File: config.mk
export PLATFORM = sky130hd
export DESIGN_NAME = int4_block_quantizer_packer
export DESIGN_NICKNAME = d
export VERILOG_FILES = /design/src/iqp_pkg.sv /design/src/iqp_ram.sv /design/src/iqp_fifo.sv /design/src/iqp_front.sv /design/src/iqp_back.sv /design/src/int4_block_quantizer_packer.sv
export VERILOG_INCLUDE_DIRS = /design/src /design/src/src
export SDC_FILE = /design/constraint.sdc
export NUM_CORES = 2
export LEC_CHECK = 0
export BUFFER_PORTS_ARGS = -buffer_cell sky130_fd_sc_hd__clkbuf_2
export CORE_ASPECT_RATIO = 0.6
export CORE_MARGIN = 2
export CORE_UTILIZATION = 40
export DETAILED_ROUTE_END_ITERATION = 6
export HOLD_SLACK_MARGIN = 0.15
export SLEW_MARGIN = 40
export SYNTH_ARGS = -nofsm -noshare
export SYNTH_HDL_FRONTEND = slang
export SYNTH_SLANG_ARGS = --single-unit
File: constraint.sdc
create_clock -name clk_i -period 8.75 [get_ports clk_i]
set_clock_uncertainty 0.2 [all_clocks]
set_input_delay 0.875 -clock clk_i [delete_from_list [all_inputs] [get_ports clk_i]]
set_output_delay 0.875 -clock clk_i [all_outputs]
set_load 0.02 [all_outputs]
File: src/int4_block_quantizer_packer_defines.svh
// Assertion macros shared by the int4 block quantiser RTL.
// Each macro expects clk_i and rst_ni to be visible in the using module.
`ifndef INT4_BLOCK_QUANTIZER_PACKER_DEFINES_SVH
`define INT4_BLOCK_QUANTIZER_PACKER_DEFINES_SVH

// The property must hold at every clock edge outside reset.
`define IQP_ASSERT(label, prop, msg) \
  label: assert property (@(posedge clk_i) disable iff (!rst_ni) (prop)) else $error(msg);

// The condition must never be true at a clock edge outside reset.
`define IQP_ASSERT_NEVER(label, cond, msg) \
  label: assert property (@(posedge clk_i) disable iff (!rst_ni) !(cond)) else $error(msg);

`endif

File: src/iqp_pkg.sv
// Shared types and constants of the int4 block quantiser and packer.
// Depends on nothing; iqp_front, iqp_back, the top level and the result checker import it.
package iqp_pkg;

  localparam int unsigned SampleW = 16;
  localparam int unsigned ScaleW  = 21;
  localparam int unsigned FracBits = 12;
  localparam int unsigned UnitExp = FracBits + 8;
  localparam logic [ScaleW-1:0] ScaleUnit =
    (UnitExp >= ScaleW) ? {ScaleW{1'b1}} : ScaleW'(1 << UnitExp);
  // Ceiling of 2^27/7: exact floor division by seven for numerators below 2^24.
  localparam logic [24:0] Recip7 = 25'd19173962;

  typedef struct packed {
    logic              is_scale;
    logic [ScaleW-1:0] scale;
    logic [7:0]        packed_byte;
    logic              last;
  } result_t;

  typedef enum logic [2:0] {
    BK_IDLE,
    BK_SCALE,
    BK_SCALE_OUT,
    BK_RD_LO,
    BK_RD_HI,
    BK_LOAD,
    BK_DIV,
    BK_EMIT
  } back_state_e;

  function automatic logic [SampleW-1:0] mag16(logic [SampleW-1:0] x);
    logic [SampleW:0] neg;
    neg = (SampleW+1)'(0) - {x[SampleW-1], x};
    return x[SampleW-1] ? neg[SampleW-1:0] : x;
  endfunction

endpackage

File: src/iqp_ram.sv
// Generic single write port, single read port RAM with registered read data.
// Depends on nothing.
module iqp_ram #(
  parameter int unsigned WIDTH = 16,
  parameter int unsigned DEPTH = 128
) (
  input  logic                     clk_i,
  input  logic                     we_i,
  input  logic [$clog2(DEPTH)-1:0] waddr_i,
  input  logic [WIDTH-1:0]         wdata_i,
  input  logic                     re_i,
  input  logic [$clog2(DEPTH)-1:0] raddr_i,
  output logic [WIDTH-1:0]         rdata_o
);

  logic [WIDTH-1:0] mem_q [DEPTH];
  logic [WIDTH-1:0] rdata_q;

  always_ff @(posedge clk_i) begin
    if (we_i) begin
      mem_q[waddr_i] <= wdata_i;
    end
    if (re_i) begin
      rdata_q <= mem_q[raddr_i];
    end
  end

  assign rdata_o = rdata_q;

endmodule

File: src/iqp_fifo.sv
// Small register queue used for block jobs and for results.
// Depends on nothing.
module iqp_fifo #(
  parameter int unsigned WIDTH = 8,
  parameter int unsigned DEPTH = 2
) (
  input  logic             clk_i,
  input  logic             rst_ni,
  input  logic             push_i,
  input  logic [WIDTH-1:0] data_i,
  output logic             full_o,
  input  logic             pop_i,
  output logic [WIDTH-1:0] data_o,
  output logic             empty_o
);

  localparam int unsigned PW = $clog2(DEPTH);
  localparam int unsigned CntW = $clog2(DEPTH + 1);

  logic [WIDTH-1:0] buf_q [DEPTH];
  logic [PW-1:0]    wp_q, wp_d, rp_q, rp_d;
  logic [CntW-1:0]  cnt_q, cnt_d;
  logic             do_push, do_pop;

  assign full_o  = (cnt_q == CntW'(DEPTH));
  assign empty_o = (cnt_q == '0);
  assign do_push = push_i && !full_o;
  assign do_pop  = pop_i && !empty_o;
  assign data_o  = buf_q[rp_q];

  always_comb begin
    wp_d  = wp_q;
    rp_d  = rp_q;
    cnt_d = cnt_q;
    if (do_push) begin
      wp_d = (wp_q == PW'(DEPTH - 1)) ? '0 : wp_q + PW'(1);
    end
    if (do_pop) begin
      rp_d = (rp_q == PW'(DEPTH - 1)) ? '0 : rp_q + PW'(1);
    end
    if (do_push && !do_pop) begin
      cnt_d = cnt_q + CntW'(1);
    end else if (do_pop && !do_push) begin
      cnt_d = cnt_q - CntW'(1);
    end
  end

  always_ff @(posedge clk_i or negedge rst_ni) begin
    if (!rst_ni) begin
      wp_q  <= '0;
      rp_q  <= '0;
      cnt_q <= '0;
    end else begin
      wp_q  <= wp_d;
      rp_q  <= rp_d;
      cnt_q <= cnt_d;
    end
  end

  always_ff @(posedge clk_i) begin
    if (do_push) begin
      buf_q[wp_q] <= data_i;
    end
  end

endmodule

File: src/iqp_front.sv
// Front part: takes samples, writes them to the current store bank and tracks the peak.
// Depends on iqp_pkg; hands finished blocks to the back part as jobs.
module iqp_front #(
  parameter int unsigned BLOCK_MAX = 64,
  parameter int unsigned AW = 6,
  parameter int unsigned CW = 7
) (
  input  logic                       clk_i,
  input  logic                       rst_ni,
  input  logic                       push_i,
  input  logic [iqp_pkg::SampleW-1:0] sample_i,
  input  logic                       last_i,
  output logic                       full_o,
  output logic                       we_o,
  output logic [AW:0]                waddr_o,
  output logic [iqp_pkg::SampleW-1:0] wdata_o,
  output logic                       job_push_o,
  output logic [CW+iqp_pkg::SampleW:0] job_o,
  input  logic                       job_done_i
);
  import iqp_pkg::*;

  logic [CW-1:0]      fill_q, fill_d, fill_inc;
  logic [SampleW-1:0] peak_q, peak_d, mag, peak_new;
  logic               bank_q, bank_d;
  logic [1:0]         busy_q, busy_d;
  logic               accept, close;

  assign full_o   = (busy_q == 2'd2);
  assign accept   = push_i && !full_o;
  assign mag      = mag16(sample_i);
  assign fill_inc = fill_q + CW'(1);
  assign peak_new = (mag > peak_q) ? mag : peak_q;
  assign close    = last_i || (fill_inc == CW'(BLOCK_MAX));

  assign we_o       = accept;
  assign waddr_o    = {bank_q, fill_q[AW-1:0]};
  assign wdata_o    = sample_i;
  assign job_push_o = accept && close;
  assign job_o      = {bank_q, fill_inc, peak_new};

  always_comb begin
    fill_d = fill_q;
    peak_d = peak_q;
    bank_d = bank_q;
    busy_d = busy_q;
    if (accept) begin
      if (close) begin
        fill_d = '0;
        peak_d = '0;
        bank_d = !bank_q;
      end else begin
        fill_d = fill_inc;
        peak_d = peak_new;
      end
    end
    if (job_push_o && !job_done_i) begin
      busy_d = busy_q + 2'd1;
    end else if (job_done_i && !job_push_o) begin
      busy_d = busy_q - 2'd1;
    end
  end

  always_ff @(posedge clk_i or negedge rst_ni) begin
    if (!rst_ni) begin
      fill_q <= '0;
      peak_q <= '0;
      bank_q <= 1'b0;
      busy_q <= '0;
    end else begin
      fill_q <= fill_d;
      peak_q <= peak_d;
      bank_q <= bank_d;
      busy_q <= busy_d;
    end
  end

endmodule

File: src/iqp_back.sv
// Back part: turns one job into a scale result and packed code bytes.
// Depends on iqp_pkg and the assertion macros; reads the store and feeds the result queue.
`include "int4_block_quantizer_packer_defines.svh"

module iqp_back #(
  parameter int unsigned BLOCK_MAX = 64,
  parameter int unsigned AW = 6,
  parameter int unsigned CW = 7
) (
  input  logic                        clk_i,
  input  logic                        rst_ni,
  input  logic                        job_empty_i,
  input  logic [CW+iqp_pkg::SampleW:0] job_i,
  output logic                        job_pop_o,
  output logic                        rd_en_o,
  output logic [AW:0]                 rd_addr_o,
  input  logic [iqp_pkg::SampleW-1:0] rd_data_i,
  output logic                        res_push_o,
  output iqp_pkg::result_t            res_o,
  input  logic                        res_full_i,
  output logic                        done_o
);
  import iqp_pkg::*;

  back_state_e        state_q, state_d;
  logic               bank_q;
  logic [CW-1:0]      cnt_q, idx_q, idx1;
  logic [SampleW-1:0] peak_q, lo_raw_q, mag_lo, mag_hi;
  logic [48:0]        prod_q;
  logic [19:0]        rem_lo_q, rem_hi_q;
  logic [18:0]        dsh_q;
  logic [2:0]         q_lo_q, q_hi_q;
  logic               neg_lo_q, neg_hi_q;
  logic [1:0]         step_q;
  logic [CW:0]        idx_p1, idx_p2;
  logic               is_last, has_hi;
  logic [3:0]         code_lo, code_hi;

  assign idx1    = idx_q + CW'(1);
  assign idx_p1  = {1'b0, idx_q} + (CW+1)'(1);
  assign idx_p2  = {1'b0, idx_q} + (CW+1)'(2);
  assign is_last = idx_p2 >= {1'b0, cnt_q};
  assign has_hi  = idx_p1 < {1'b0, cnt_q};
  assign mag_lo  = mag16(lo_raw_q);
  assign mag_hi  = mag16(rd_data_i);
  assign code_lo = neg_lo_q ? 4'(5'd0 - {2'b0, q_lo_q}) : {1'b0, q_lo_q};
  assign code_hi = neg_hi_q ? 4'(5'd0 - {2'b0, q_hi_q}) : {1'b0, q_hi_q};

  always_comb begin
    state_d = state_q;
    unique case (state_q)
      BK_IDLE: begin
        if (!job_empty_i) state_d = BK_SCALE;
      end
      BK_SCALE:     state_d = BK_SCALE_OUT;
      BK_SCALE_OUT: begin
        if (!res_full_i) state_d = BK_RD_LO;
      end
      BK_RD_LO:     state_d = BK_RD_HI;
      BK_RD_HI:     state_d = BK_LOAD;
      BK_LOAD:      state_d = BK_DIV;
      BK_DIV: begin
        if (step_q == 2'd2) state_d = BK_EMIT;
      end
      BK_EMIT: begin
        if (!res_full_i) state_d = is_last ? BK_IDLE : BK_RD_LO;
      end
      default:      state_d = BK_IDLE;
    endcase
  end

  always_comb begin
    job_pop_o  = 1'b0;
    rd_en_o    = 1'b0;
    rd_addr_o  = {bank_q, idx_q[AW-1:0]};
    res_push_o = 1'b0;
    res_o      = '0;
    done_o     = 1'b0;
    unique case (state_q)
      BK_IDLE:  job_pop_o = !job_empty_i;
      BK_SCALE_OUT: begin
        res_push_o     = !res_full_i;
        res_o.is_scale = 1'b1;
        res_o.scale    = (peak_q == '0) ? ScaleUnit : prod_q[47:27];
      end
      BK_RD_LO: rd_en_o = 1'b1;
      BK_RD_HI: begin
        rd_en_o   = 1'b1;
        rd_addr_o = {bank_q, idx1[AW-1:0]};
      end
      BK_EMIT: begin
        res_push_o        = !res_full_i;
        res_o.packed_byte = {has_hi ? code_hi : 4'd0, code_lo};
        res_o.last        = is_last;
        done_o            = !res_full_i && is_last;
      end
      default: begin
      end
    endcase
  end

  always_ff @(posedge clk_i or negedge rst_ni) begin
    if (!rst_ni) begin
      state_q <= BK_IDLE;
      step_q  <= '0;
      idx_q   <= '0;
    end else begin
      state_q <= state_d;
      if (job_pop_o) begin
        idx_q <= '0;
      end else if (state_q == BK_EMIT && !res_full_i) begin
        idx_q <= idx_q + CW'(2);
      end
      if (state_q == BK_LOAD) begin
        step_q <= '0;
      end else if (state_q == BK_DIV) begin
        step_q <= step_q + 2'd1;
      end
    end
  end

  always_ff @(posedge clk_i) begin
    if (job_pop_o) begin
      bank_q <= job_i[CW+SampleW];
      cnt_q  <= job_i[CW+SampleW-1 -: CW];
      peak_q <= job_i[SampleW-1:0];
    end
    if (state_q == BK_SCALE) begin
      prod_q <= 49'({peak_q, 8'd3}) * 49'(Recip7);
    end
    if (state_q == BK_RD_HI) begin
      lo_raw_q <= rd_data_i;
    end
    if (state_q == BK_LOAD) begin
      rem_lo_q <= 20'({4'b0, mag_lo} * 20'd14) + 20'(peak_q);
      rem_hi_q <= 20'({4'b0, mag_hi} * 20'd14) + 20'(peak_q);
      neg_lo_q <= lo_raw_q[SampleW-1];
      neg_hi_q <= rd_data_i[SampleW-1];
      dsh_q    <= {peak_q, 3'b0};
      q_lo_q   <= '0;
      q_hi_q   <= '0;
    end
    if (state_q == BK_DIV) begin
      if (dsh_q != '0 && rem_lo_q >= {1'b0, dsh_q}) begin
        rem_lo_q <= rem_lo_q - {1'b0, dsh_q};
        q_lo_q   <= {q_lo_q[1:0], 1'b1};
      end else begin
        q_lo_q   <= {q_lo_q[1:0], 1'b0};
      end
      if (dsh_q != '0 && rem_hi_q >= {1'b0, dsh_q}) begin
        rem_hi_q <= rem_hi_q - {1'b0, dsh_q};
        q_hi_q   <= {q_hi_q[1:0], 1'b1};
      end else begin
        q_hi_q   <= {q_hi_q[1:0], 1'b0};
      end
      dsh_q <= dsh_q >> 1;
    end
  end

  `IQP_ASSERT_NEVER(a_res_overflow, res_push_o && res_full_i, "Result pushed into a full queue.")
  `IQP_ASSERT_NEVER(a_job_underflow, job_pop_o && job_empty_i, "Job taken from an empty queue.")
  `IQP_ASSERT(a_zero_peak_code,
    (state_q == BK_EMIT && peak_q == '0) |-> (res_o.packed_byte == 8'd0),
    "Non-zero code for a zero peak.")
  `IQP_ASSERT(a_done_then_idle, done_o |=> (state_q == BK_IDLE),
    "Back part did not return to idle after a block.")

endmodule

File: src/int4_block_quantizer_packer.sv
// Top level of the int4 block quantiser and packer.
// Depends on iqp_pkg, iqp_ram, iqp_fifo, iqp_front, iqp_back and the assertion macros.
//
// Input channel: a sample with last_of_block_i is transferred when push is high and full
// is low. Samples of a block are written to one bank of a two-bank store while the peak
// magnitude is tracked; a flagged sample, or the one that fills BLOCK_MAX entries, closes
// the block and queues it as a job.
// Result channel: while empty is low the oldest result is on the output ports, and it is
// transferred when pop is high. Each block gives one scale result, then one packed byte per
// pair of samples, the final byte marked with last_o.
// Timing: a sample is taken every cycle while a store bank is free. The back part computes
// the scale and outputs it, then forms each packed byte from two store reads, set-up, three
// restoring division steps and output.
// When the receiver stalls, results back up into the two-entry result queue, the back part
// waits, and once both banks hold unfinished blocks full goes high.
// Reset empties both queues, clears the fill count and peak and needs no clearing pass.
module int4_block_quantizer_packer #(
  parameter int unsigned BLOCK_MAX = 64
) (
  input  logic        clk_i,
  input  logic        rst_ni,
  input  logic        push,
  output logic        full,
  input  logic [15:0] sample_i,
  input  logic        last_of_block_i,
  output logic        empty,
  input  logic        pop,
  output logic        is_scale_o,
  output logic [20:0] scale_o,
  output logic [7:0]  packed_byte_o,
  output logic        last_o
);
  import iqp_pkg::*;

  localparam int unsigned AW = $clog2(BLOCK_MAX);
  localparam int unsigned CW = $clog2(BLOCK_MAX + 1);
  localparam int unsigned JW = CW + SampleW + 1;
  localparam int unsigned RW = $bits(result_t);

  logic               we, rd_en, job_push, job_full, job_pop, job_empty, done;
  logic [AW:0]        waddr, rd_addr;
  logic [SampleW-1:0] wdata, rd_data;
  logic [JW-1:0]      job_in, job_out;
  logic               res_push, res_full;
  result_t            res_in, res_out;
  logic [RW-1:0]      res_vec;

  iqp_front #(.BLOCK_MAX(BLOCK_MAX), .AW(AW), .CW(CW)) u_front (
    .clk_i, .rst_ni,
    .push_i(push), .sample_i, .last_i(last_of_block_i), .full_o(full),
    .we_o(we), .waddr_o(waddr), .wdata_o(wdata),
    .job_push_o(job_push), .job_o(job_in), .job_done_i(done)
  );

  iqp_ram #(.WIDTH(SampleW), .DEPTH(2 * (1 << AW))) u_store (
    .clk_i,
    .we_i(we), .waddr_i(waddr), .wdata_i(wdata),
    .re_i(rd_en), .raddr_i(rd_addr), .rdata_o(rd_data)
  );

  iqp_fifo #(.WIDTH(JW), .DEPTH(2)) u_job_q (
    .clk_i, .rst_ni,
    .push_i(job_push), .data_i(job_in), .full_o(job_full),
    .pop_i(job_pop), .data_o(job_out), .empty_o(job_empty)
  );

  iqp_back #(.BLOCK_MAX(BLOCK_MAX), .AW(AW), .CW(CW)) u_back (
    .clk_i, .rst_ni,
    .job_empty_i(job_empty), .job_i(job_out), .job_pop_o(job_pop),
    .rd_en_o(rd_en), .rd_addr_o(rd_addr), .rd_data_i(rd_data),
    .res_push_o(res_push), .res_o(res_in), .res_full_i(res_full),
    .done_o(done)
  );

  iqp_fifo #(.WIDTH(RW), .DEPTH(2)) u_res_q (
    .clk_i, .rst_ni,
    .push_i(res_push), .data_i(res_in), .full_o(res_full),
    .pop_i(pop), .data_o(res_vec), .empty_o(empty)
  );

  assign res_out       = result_t'(res_vec);
  assign is_scale_o    = res_out.is_scale;
  assign scale_o       = res_out.scale;
  assign packed_byte_o = res_out.packed_byte;
  assign last_o        = res_out.last;

  `IQP_ASSERT_NEVER(a_job_q_overflow, job_push && job_full, "Job queue overflow.")
  `IQP_ASSERT(a_full_after_two,
    (job_push && job_full == 1'b0 && job_empty == 1'b0 && !job_pop) |=> full,
    "Two waiting blocks did not stop input.")
  `IQP_ASSERT_NEVER(a_bank_clash, we && rd_en && waddr == rd_addr,
    "Store read and write at one entry.")

endmodule

==> impl_metrics.csv <==
group,metric,value,unit
timing,fmax,147,MHz
floorplan,initial_core_util,40.3,%
synthesis,ys_seq_area_share,68.4,%
clock_network,cts.path.max_buffers,4,
floorplan,dieArea,0.259,mm^2
placed_design,placedCellCount,8840,
global_route,grt_start_max_net_pins,124,
timing,rsz0062_at_grt,"no",
power_and_ir_drop,power.leakage,0.0381,uW
clock_network,cts_resized,0,
flow_run,drv_cap,0,
drt,drc,0,
placed_design,place_ws,1.70,ns
global_route,grt_pass1_vias,51700,
setup_path,path_max_fanout,11,
clock_network,cts.sinks,2347,
layout,fillers,21400,
setup_path,worst-setup-path-type,"reg2reg",
drt,wl,263000,um
floorplan,fp.dieW,656,um
clock_network,cts_root_buf,"clkbuf_16",
global_route,grt_usage,20.1,%
drt,routedWlPerCell,28.5,um
global_route,grt-ovfl-total,0,
setup_path,required,9.13,ns
floorplan,ioPinCount,54,
clock_network,cts_hold_buf,3,
drt,viasPerCell,5.73,
timing,setup_slack,1.95,ns
layout,fin_nets,6120,
floorplan,num_rows,143,
drt,vias,53000,
power_and_ir_drop,p_total,46200,uW
power_and_ir_drop,p_comb_share,49.2,%
timing,finalMaxSlewViolations,0,
outcome,status,"completed",
clock_network,cts_buffers,217,
setup_path,endpoint_kind,"flop",
setup_path,startpoint_type,"flop",
power_and_ir_drop,sw_frac_of_total,39.9,%
placed_design,portBuffers,53,
synthesis,synth_seq_cells,2347,
power_and_ir_drop,seqPwrFrac,29.7,%
placed_design,dp_hpwl,166000,um
placed_design,gp_congestion,0.845,
layout,drive_gt1_share,24.7,%
timing,min_period,6.80,ns
power_and_ir_drop,switchingPower,18400,uW
timing,fin_setup_tns,0,ns
synthesis,synthArstFlopShare,1.92,%
drt,ant_nets,0,
floorplan,fp.dieH,395,um
timing,setup_viol,0,
drt,drt_iter0_markers,6866,
timing,hold_viol,0,
layout,regArea,0.0699,mm^2
timing,relSlewSlack,38.4,%
clock_network,htree_num_levels,4,
setup_path,crit_arrival,7.18,ns
synthesis,ys.warnings.count,0,
layout,final_util,45.4,%
clock_network,clock_latency,0.90,ns
clock_network,tritoncts,"yes",
power_and_ir_drop,vdd_ir_drop_max,929,uV
layout,final_cells,9245,
floorplan,core_region_area,0.254,mm^2
synthesis,synth_top_flop_cell,"edfxtp_1",
layout,final_cell_mix,"edfxtp_1 (2,261), mux4_2 (670), ha_1 (337)",
synthesis,synthCells,5392,
layout,multiInputGateArea,0.0306,mm^2
synthesis,synth_fp_nets,5854,
timing,tightestPinTransition,0.898,ns
drt,drt_pre_antenna_iters,5,
global_route,antenna_found_initial,24,
power_and_ir_drop,p_int,27800,uW
synthesis,synth_cell_types,74,
clock_network,post_cts_buffers,0,
clock_network,cts.clk_slew.worst_paths,0.07,ns
layout,layout_commonest_cell,"edfxtp_1",
min_path,hp-class,"in2reg",
timing,fin_crit_sh,77.7,%
power_and_ir_drop,p_per_area,402,mW/mm^2
synthesis,synth_edf_count,2261,
layout,syn2layout_area_growth,12.8,%
global_route,grt_pass1_wl,379000,um
synthesis,syn_area,0.102,mm^2
synthesis,avgSynthCellArea,18.9,um^2
power_and_ir_drop,clockPowerShare,21.0,%
==> worst max-delay path: stages, from the launching register on <==
cell,delay [ns]
edfxtp_1,0.81
ha_1,0.36
ha_1,0.27
ha_1,0.28
ha_1,0.30
fa_1,0.51
inv_1,0.05
fa_1,0.45
fa_1,0.49
inv_1,0.04
ha_1,0.30
a21o_1,0.18
a21o_1,0.18
a21oi_1,0.22
o221ai_1,0.28
o2111ai_1,0.43
a21oi_1,0.18
o41a_1,0.47
and4_1,0.22
or3_1,0.36
==> cells in the mapped netlist, types with 6 or more instances <==
| cell | number | area [um^2] |
|---|---|---|
| or3_1 | 11 | 68.8 |
| buf_2 | 52 | 260 |
| mux2_2 | 73 | 822 |
| a31oi_1 | 12 | 75.1 |
| nand2b_1 | 30 | 188 |
| nor2_1 | 244 | 916 |
| mux4_2 | 670 | 15100 |
| fa_1 | 104 | 2080 |
| nand2_1 | 170 | 638 |
| inv_1 | 284 | 1070 |
| o21bai_1 | 26 | 195 |
| xor2_1 | 83 | 727 |
| a21boi_0 | 9 | 67.6 |
| dfxtp_1 | 41 | 821 |
| o21a_1 | 34 | 255 |
| nor3_1 | 24 | 120 |
| dfrtp_1 | 45 | 1130 |
| edfxtp_1 | 2261 | 67900 |
| a22o_1 | 20 | 175 |
| a211oi_1 | 27 | 203 |
| o211ai_1 | 14 | 105 |
| buf_1 | 16 | 60.1 |
| and2_1 | 13 | 81.3 |
| a21oi_1 | 92 | 460 |
| nor4_1 | 15 | 93.8 |
| ha_1 | 337 | 4220 |
| a2111oi_0 | 6 | 52.6 |
| clkbuf_1 | 147 | 552 |
| nor2b_1 | 30 | 188 |
| mux2i_1 | 15 | 150 |
| nand4_1 | 15 | 93.8 |
| o31ai_1 | 18 | 135 |
| a21o_1 | 50 | 375 |
| and3_1 | 30 | 188 |
| o21ai_0 | 141 | 706 |
| xnor2_1 | 94 | 823 |
| nand3_1 | 41 | 205 |
| o41ai_1 | 9 | 78.8 |
==> power groups by stage <==
| stage | registers, uW | logic [uW] | clock network (uW) |
|---|---|---|---|
| after CTS | 13800 | 22500 | 9900 |
| after global routing | 13800 | 24700 | 10300 |
| after global placement | 14000 | 22100 | 0 |
| after detailed placement | 14000 | 22400 | 0 |
| after floorplan | 13700 | 15500 | 0 |
| final | 13800 | 22800 | 9720 |
==> logic make-up after synthesis <==
| kind of cell | Yosys count | share of synthesized area (%) |
|---|---|---|
| muxes | 758 | 15.7 |
| and+or+nand+nor | 658 | 3.00 |
| buffers and inverters | 500 | 1.90 |
| xor gates and xnor gates | 177 | 1.52 |
| AOI/OAI and AO/OA | 511 | 3.28 |
| DFF | 2347 | 68.4 |
| adders and majority gates | 441 | 6.17 |
==> registers in the layout (all words and copies together), names as in the netlist, 2 cells and up <==
register         count
u_back.state_q       3
u_back.q_lo_q        3
u_back.prod_q       21
u_back.step_q        2
u_res_q.cnt_q        2
u_back.dsh_q        19
u_back.peak_q       16
u_front.busy_q       2
u_store.mem_q     2048
u_back.idx_q         6
u_front.peak_q      16
u_back.rem_hi_q     20
u_store.rdata_o     16
u_front.fill_q       7
u_back.lo_raw_q     16
u_job_q.cnt_q        2
u_job_q.buf_q       48
u_back.q_hi_q        3
u_back.cnt_q         7
u_back.rem_lo_q     20
u_res_q.buf_q       62
==> final cells by class <==
type | instances | share of cell area, %
diodes | 5 | 0.0109
clock buffers | 242 | 4.82
clock inverters | 152 | 1.43
inverters | 285 | 0.929
multi-input cells | 2545 | 26.6
flip-flops and latches | 2347 | 60.7
well taps | 3407 | 3.70
repair buffers | 262 | 1.84
==> layer usage <==
| layer | up-vias | routed length, um | GRT usage, % |
|---|---|---|---|
| met4 | 6 | 3980 | 3.42 |
| met1 | 28200 | 126000 | 33.0 |
| met3 | 275 | 24500 | 4.10 |
| met5 | - | 38 | 0 |
| li1 | 22200 | - | - |
| met2 | 2261 | 109000 | 27.8 |
==> final timing paths <==
kind | startpoint | slack, ns | cells past startpoint | end
worst max-delay path | u_back.peak_q[14] | 1.95 | 19 | u_back.prod_q[47]
worst min-delay path | sample_i[6] | 0.23 | 1 | u_store.mem_q[64][6]
worst max register to register | u_back.peak_q[14] | 1.95 | 19 | u_back.prod_q[47]
worst min register to register | u_store.rdata_o[1] | 0.26 | 0 | u_back.lo_raw_q[1]
max in group asynchronous | rst_ni | 7.26 | 3 | u_back.idx_q[4]
min in group asynchronous | rst_ni | 0.52 | 3 | u_back.idx_q[2]
==> stage by stage <==
step	hold WS [ns]	area [um^2]
CTS	0.156	115000
global placement	0.241	108000
global route	0.227	115000
detailed placement	0.246	108000
floorplan	0.226	102000
finish	0.225	115000
No activity file was read; power rests on OpenSTA's default activity.
